## config.mk

```make
export PLATFORM = sky130hd
export DESIGN_NAME = signed_int_to_decimal_ascii
export DESIGN_NICKNAME = d
export VERILOG_FILES = /design/src/design/sitoa_pkg.sv /design/src/design/signed_int_to_decimal_ascii.sv /design/src/design/sitoa_bcd.sv /design/src/design/sitoa_ser.sv
export SDC_FILE = /design/constraint.sdc
export NUM_CORES = 1
export LEC_CHECK = 0
export BUFFER_PORTS_ARGS = -buffer_cell sky130_fd_sc_hd__buf_2
export CORE_ASPECT_RATIO = 1.2
export CORE_MARGIN = 2
export CORE_UTILIZATION = 40
export CTS_CLUSTER_SIZE = 20
export DETAILED_ROUTE_END_ITERATION = 10
export HOLD_SLACK_MARGIN = 0.03
export PLACE_DENSITY = 0.6
export SLEW_MARGIN = 15
export SYNTH_ARGS = -nofsm -noshare
export SYNTH_HDL_FRONTEND = slang
export SYNTH_SLANG_ARGS = --single-unit
```

## constraint.sdc

```tcl
create_clock -name clk -period 13.3 [get_ports clk]
set_input_delay 0.665 -clock clk [delete_from_list [all_inputs] [get_ports clk]]
set_output_delay 0.665 -clock clk [all_outputs]
set_load 0.02 [all_outputs]
```

## src/design/sitoa_pkg.sv

```systemverilog
// ============================================================================
// sitoa_pkg
// Shared types and character constants for the signed integer to decimal
// text converter.
// ============================================================================
`default_nettype none

package sitoa_pkg;

    localparam int CODE_W = 6;

    localparam logic [CODE_W-1:0] CHAR_ZERO  = 6'd48;
    localparam logic [CODE_W-1:0] CHAR_MINUS = 6'd45;

    // pipeline tail to serializer handoff
    typedef struct packed {
        logic valid;
        logic neg;
    } hand_t;

endpackage

`default_nettype wire

```

## src/design/signed_int_to_decimal_ascii.sv

```systemverilog
// ============================================================================
// signed_int_to_decimal_ascii
// Signed integer to decimal ASCII text, one character per strobe.
//
// A transaction is accepted when start is high and busy is low. Each number
// yields 1 to NUM_DIGITS+1 characters (1 to 11 at 32 bits): '-' for negative
// values, then the digits most significant first without leading zeros; the
// final one carries last_char. One character leaves per cycle on strobe and
// cannot be held off. The BCD pipeline has ceil(VALUE_BITS/4)+1 stages and
// takes a new value every cycle while the serializer keeps up; the serializer
// sets the sustained rate, loading a new number only as the current
// one ends; busy rises when a converted value waits at the pipeline tail.
// ============================================================================
`default_nettype none

module signed_int_to_decimal_ascii #(
    parameter int VALUE_BITS = 32
) (
    input  wire logic                         clk,
    input  wire logic                         rst_n,
    input  wire logic                         start,
    input  wire logic signed [VALUE_BITS-1:0] value,
    output logic                              busy,
    output logic                              strobe,
    output logic [sitoa_pkg::CODE_W-1:0]      char_code,
    output logic                              last_char
);
    import sitoa_pkg::*;

    localparam int NUM_DIGITS = ((VALUE_BITS - 1) * 30103) / 100000 + 1;
    localparam int IDX_W      = $clog2(NUM_DIGITS);

    hand_t                    hand;
    logic [NUM_DIGITS*4-1:0]  digits;
    logic [IDX_W-1:0]         msd;
    logic                     ser_ready;
    logic                     accept;

    assign accept = start && !busy;

    sitoa_bcd #(
        .VALUE_BITS (VALUE_BITS),
        .NUM_DIGITS (NUM_DIGITS),
        .IDX_W      (IDX_W)
    ) u_bcd (
        .clk       (clk),
        .rst_n     (rst_n),
        .in_valid  (accept),
        .value     (value),
        .ser_ready (ser_ready),
        .busy      (busy),
        .hand      (hand),
        .digits    (digits),
        .msd       (msd)
    );

    sitoa_ser #(
        .NUM_DIGITS (NUM_DIGITS),
        .IDX_W      (IDX_W)
    ) u_ser (
        .clk       (clk),
        .rst_n     (rst_n),
        .hand      (hand),
        .digits    (digits),
        .msd       (msd),
        .ready     (ser_ready),
        .strobe    (strobe),
        .char_code (char_code),
        .last_char (last_char)
    );

endmodule

`default_nettype wire

```

## src/design/sitoa_bcd.sv

```systemverilog
// ============================================================================
// sitoa_bcd
// Pipelined binary to BCD conversion: sign and magnitude in the first stage,
// then four shift-add-3 steps per stage, leading digit search at the tail.
// ============================================================================
`default_nettype none

module sitoa_bcd #(
    parameter int VALUE_BITS = 32,
    parameter int NUM_DIGITS = ((VALUE_BITS - 1) * 30103) / 100000 + 1,
    parameter int IDX_W      = $clog2(NUM_DIGITS)
) (
    input  wire logic                        clk,
    input  wire logic                        rst_n,
    input  wire logic                        in_valid,
    input  wire logic signed [VALUE_BITS-1:0] value,
    input  wire logic                        ser_ready,
    output logic                             busy,
    output sitoa_pkg::hand_t                 hand,
    output logic [NUM_DIGITS*4-1:0]          digits,
    output logic [IDX_W-1:0]                 msd
);
    import sitoa_pkg::*;

    localparam int BCD_W      = NUM_DIGITS * 4;
    localparam int STEPS      = 4;
    localparam int NUM_STAGES = (VALUE_BITS + STEPS - 1) / STEPS;
    localparam int PAD_W      = NUM_STAGES * STEPS;
    localparam int ACC_W      = BCD_W + PAD_W;

    function automatic logic [ACC_W-1:0] dabble(input logic [ACC_W-1:0] acc);
        logic [ACC_W-1:0] a;
        logic [3:0]       d;
        a = acc;
        for (int s = 0; s < STEPS; s++)
        begin
            for (int k = 0; k < NUM_DIGITS; k++)
            begin
                d = a[PAD_W + 4*k +: 4];
                if (d >= 4'd5)
                begin
                    a[PAD_W + 4*k +: 4] = d + 4'd3;
                end
            end
            a = a << 1;
        end
        return a;
    endfunction

    logic [NUM_STAGES:0]    vld_reg;
    logic [NUM_STAGES:0]    neg_reg;
    logic [ACC_W-1:0]       acc_reg [NUM_STAGES+1];
    logic [VALUE_BITS-1:0]  value_u;
    logic [VALUE_BITS-1:0]  mag;
    logic                   advance;

    assign value_u = unsigned'(value);
    assign mag     = value_u[VALUE_BITS-1] ? (~value_u + VALUE_BITS'(1)) : value_u;
    assign advance = !vld_reg[NUM_STAGES] || ser_ready;
    assign busy    = !advance;

    always_ff @(posedge clk or negedge rst_n)
    begin
        if (!rst_n)
        begin
            vld_reg <= '0;
        end
        else if (advance)
        begin
            vld_reg <= {vld_reg[NUM_STAGES-1:0], in_valid};
        end
    end

    always_ff @(posedge clk)
    begin
        if (advance)
        begin
            acc_reg[0] <= {BCD_W'(0), PAD_W'(mag)};
            neg_reg[0] <= value_u[VALUE_BITS-1];
            for (int i = 1; i <= NUM_STAGES; i++)
            begin
                acc_reg[i] <= dabble(acc_reg[i-1]);
                neg_reg[i] <= neg_reg[i-1];
            end
        end
    end

    assign digits     = acc_reg[NUM_STAGES][PAD_W +: BCD_W];
    assign hand.valid = vld_reg[NUM_STAGES];
    assign hand.neg   = neg_reg[NUM_STAGES];

    // highest nonzero digit, zero when all digits are zero
    always_comb
    begin
        msd = '0;
        for (int k = 0; k < NUM_DIGITS; k++)
        begin
            if (digits[4*k +: 4] != 4'd0)
            begin
                msd = IDX_W'(k);
            end
        end
    end

endmodule

`default_nettype wire

```

## src/design/sitoa_ser.sv

```systemverilog
// ============================================================================
// sitoa_ser
// Character serializer: emits an optional minus sign, then the digits from
// the leading nonzero one down, one character per cycle.
// ============================================================================
`default_nettype none

module sitoa_ser #(
    parameter int NUM_DIGITS = 10,
    parameter int IDX_W      = 4
) (
    input  wire logic                         clk,
    input  wire logic                         rst_n,
    input  wire sitoa_pkg::hand_t             hand,
    input  wire logic [NUM_DIGITS*4-1:0]      digits,
    input  wire logic [IDX_W-1:0]             msd,
    output logic                              ready,
    output logic                              strobe,
    output logic [sitoa_pkg::CODE_W-1:0]      char_code,
    output logic                              last_char
);
    import sitoa_pkg::*;

    logic              active_reg;
    logic              sign_pend_reg;
    logic [IDX_W-1:0]  idx_reg;
    logic [3:0]        digits_reg [NUM_DIGITS];
    logic              strobe_reg;
    logic [CODE_W-1:0] char_reg;
    logic              last_reg;
    logic              load;
    logic              at_last;
    logic [CODE_W-1:0] char_next;

    assign at_last   = !sign_pend_reg && (idx_reg == '0);
    assign ready     = !active_reg || at_last;
    assign load      = hand.valid && ready;
    assign char_next = sign_pend_reg ? CHAR_MINUS
                                     : (CHAR_ZERO + {2'b00, digits_reg[idx_reg]});

    always_ff @(posedge clk or negedge rst_n)
    begin
        if (!rst_n)
        begin
            active_reg    <= 1'b0;
            sign_pend_reg <= 1'b0;
            idx_reg       <= '0;
            strobe_reg    <= 1'b0;
        end
        else
        begin
            strobe_reg <= active_reg;
            if (load)
            begin
                active_reg    <= 1'b1;
                sign_pend_reg <= hand.neg;
                idx_reg       <= msd;
            end
            else if (active_reg)
            begin
                if (sign_pend_reg)
                begin
                    sign_pend_reg <= 1'b0;
                end
                else if (idx_reg == '0)
                begin
                    active_reg <= 1'b0;
                end
                else
                begin
                    idx_reg <= idx_reg - IDX_W'(1);
                end
            end
        end
    end

    always_ff @(posedge clk)
    begin
        if (load)
        begin
            for (int k = 0; k < NUM_DIGITS; k++)
            begin
                digits_reg[k] <= digits[4*k +: 4];
            end
        end
        char_reg <= char_next;
        last_reg <= at_last;
    end

    assign strobe    = strobe_reg;
    assign char_code = char_reg;
    assign last_char = last_reg;

    a_char_range: assert property (@(posedge clk) disable iff (!rst_n)
        strobe_reg |-> (char_reg == CHAR_MINUS ||
                        (char_reg >= CHAR_ZERO && char_reg <= CHAR_ZERO + 6'd9)))
        else $error("character code out of range");

    a_minus_not_last: assert property (@(posedge clk) disable iff (!rst_n)
        (strobe_reg && char_reg == CHAR_MINUS) |-> !last_reg)
        else $error("minus sign flagged as last character");

    a_run_continues: assert property (@(posedge clk) disable iff (!rst_n)
        (strobe_reg && !last_reg) |=> strobe_reg)
        else $error("character run broken before last character");

    a_load_when_free: assert property (@(posedge clk) disable iff (!rst_n)
        (load && active_reg) |-> at_last)
        else $error("new number loaded over an unfinished run");

endmodule

`default_nettype wire

```

==> impl_metrics.py <==
metrics = {
    "clocking": {
        "htreeDepth": 2,
        "hold_buffers": 1,
        "cts.sinks": 400,
        "insertion_delay_ns": 0.58,
        "clk_path_buf_depth": 3,
        "postCtsSetupRepairBufs": 0,
        "cts.clk_slew.worst_paths_ns": 0.06,
        "cts_tree": "yes",
        "cts_buffers": 44,
        "cts-root-buf": "clkbuf_16",
        "cts_resized": 0,
    },
    "run_status": {
        "run_status": "complete, no violations",
    },
    "timing": {
        "fin_crit_ns": 4.96,
        "finalCritPeriodShare_pct": 37.3,
        "fmax_mhz": 202,
        "maxSlewHeadroom_pct": 26.5,
        "setup_tns_ns": 0,
        "drv_slew": 0,
        "hold_viol": 0,
        "setup_viol": 0,
        "rsz0062_at_grt": "false",
        "skew_ns": 0.0315,
        "worst_slew_pin_slew_ns": 1.10,
    },
    "placement": {
        "globalplace.congestion": 0.808,
        "place_hpwl_microns": 36100,
        "numPortBuffers": 42,
    },
    "routing": {
        "drc": 0,
        "wl_per_cell_microns": 12.6,
        "vias": 22500,
        "drt_iter0_markers": 1114,
        "wirelength_microns": 51400,
        "first_pass_iters": 5,
        "viasPerCell": 5.50,
        "ant_nets": 0,
    },
    "critical_path": {
        "cp.arrival_ns": 5.15,
        "endpoint_kind": "flop",
        "r2r_setup_slack_ns": 8.34,
        "cp_cell_sequence": "inv_1, ha_1, nand3b_1, o21ai_0, inv_1, nand2_4, buf_4, buf_12, buf_4",
        "crit_required_ns": 13.49,
        "cpPeakStageDelay_ns": 0.79,
        "crit_path_start_kind": "flop",
        "cpMaxStageDelayCell": "buf_4",
        "worst-setup-path-type": "reg -> reg",
        "path_max_fanout": 180,
    },
    "floorplan": {
        "die_w_microns": 250,
        "start_util_pct": 40.4,
        "rows": 108,
        "dieArea_sq_mm": 0.0750,
        "core-area_sq_mm": 0.0722,
        "fp.dieH_microns": 300,
        "num_io_pins": 44,
    },
    "synth": {
        "netlist.area_leader.share_pct": 39.0,
        "syn-num-nets": 3270,
        "synthTopCellsByArea": "edfxtp_1, ha_1, a21oi_1, o21ai_0, xnor2_1",
        "netlist-cell-type-count": 88,
        "yosysTopAreaCell": "edfxtp_1",
        "ys_seq_area_share_pct": 40.7,
        "synthesis.instances": 3090,
        "syn_avg_cell_area_sq_um": 9.43,
        "ys_ff_latch": 400,
        "ys.flop_type": "edfxtp_1",
        "synthArstFlopShare_pct": 4.00,
        "ys_warn_count": 0,
        "synth_edf_count": 378,
        "mappedNetlistArea_sq_mm": 0.0291,
    },
    "final_layout": {
        "antennaDiodeCount": 0,
        "final_common_cell": "edfxtp_1",
        "drive_above_1_share_pct": 7.88,
        "fin_util_pct": 44.1,
        "nNetsFinal": 3294,
        "largest_register_ffs": 329,
        "area_growth_pct": 9.26,
        "fillCellCount": 6991,
        "mostFrequentLayoutCells": "edfxtp_1, a21oi_1, o21ai_0, nand2_1, nor2_1",
    },
    "min_path": {
        "hp-class": "in -> reg",
    },
    "flow_run": {
        "maxCapViolCount": 0,
    },
    "global_routing": {
        "grtUsageTotal_pct": 13.6,
        "grt_pass1_vias": 20600,
        "grt_pass1_wl_microns": 90600,
        "grt_max_degree": 181,
        "grt_overflow": 0,
        "antenna_found_initial": 0,
    },
}
area by class of cell:
type / instances / area [sq um] / area share (%)
Clock buffer: 49 / 1140 / 3.58
Clock inverter: 30 / 348 / 1.09
Inverter: 198 / 743 / 2.33
Multi-Input combinational cell: 2414 / 16200 / 51.0
Sequential cell: 400 / 11900 / 37.3
Tap cell: 935 / 1170 / 3.67
Timing Repair Buffer: 56 / 330 / 1.04
stage by stage:
stage	hold WS, ns	std cells	cell area, sq um	worst slack, ns
floorplan	0.369	3090	29100	1.50
global placement	0.402	4002	30300	8.39
detailed placement	0.405	4002	30300	8.36
CTS	0.243	4082	31800	8.32
global route	0.268	4082	31800	7.99
finish	0.287	4082	31800	8.34
routing by layer:
layer | wire length [microns] | GRT usage, %
met1 | 23200 | 16.4
met4 | 1040 | 3.46
met2 | 25600 | 25.2
met5 | 0 | 0
met3 | 1450 | 1.82
logic make-up after synthesis:
logic type,Yosys count,share of synthesized area [%]
compound gates,1103,23.5
xor+xnor,188,5.70
fa+ha+maj,149,6.36
buf+inv,276,3.57
flops,400,40.7
mux,179,6.82
other cells,1,0.0129
simple gates,794,13.3
Yosys cell counts, types with 65 or more instances:
cell / number
nor2_1: 212
a21oi_1: 312
mux2_2: 65
mux2i_1: 105
nand2_1: 224
a31oi_1: 80
ha_1: 145
inv_1: 196
edfxtp_1: 378
clkbuf_1: 69
nand2b_1: 65
o21ai_0: 302
xnor2_1: 159
worst max-delay path, delay by kind of cell, from the launching register on:
| family | cells | cell delay, ns |
|---|---|---|
| buf+inv | 5 | 2.35 |
| compound gates | 1 | 0.31 |
| simple gates | 2 | 0.63 |
| flops | 1 | 0.66 |
| fa+ha+maj | 1 | 0.21 |
path summary, 6_finish.rpt:
kind,from,endpoint,cells after the start
setup / recovery,u_ser.idx_reg[0]$_DFFE_PN0P_,u_bcd.acc_reg[0][242]$_DFFE_PN_,9
hold reg to reg,u_bcd.acc_reg[0][460]$_DFFE_PN_,u_bcd.acc_reg[0][536]$_DFFE_PN_,0
setup reg to reg,u_ser.idx_reg[0]$_DFFE_PN0P_,u_bcd.acc_reg[0][242]$_DFFE_PN_,9
max in group asynchronous,rst_n,u_ser.idx_reg[0]$_DFFE_PN0P_,2
min in group asynchronous,rst_n,u_bcd.vld_reg[8]$_DFFE_PN0N_,2
hold / removal,start,u_bcd.vld_reg[0]$_DFFE_PN0N_,3
Power is left out: the tool's default activity adds up to more than one toggle a clock period on the data nets, which glitch-free logic cannot reach.
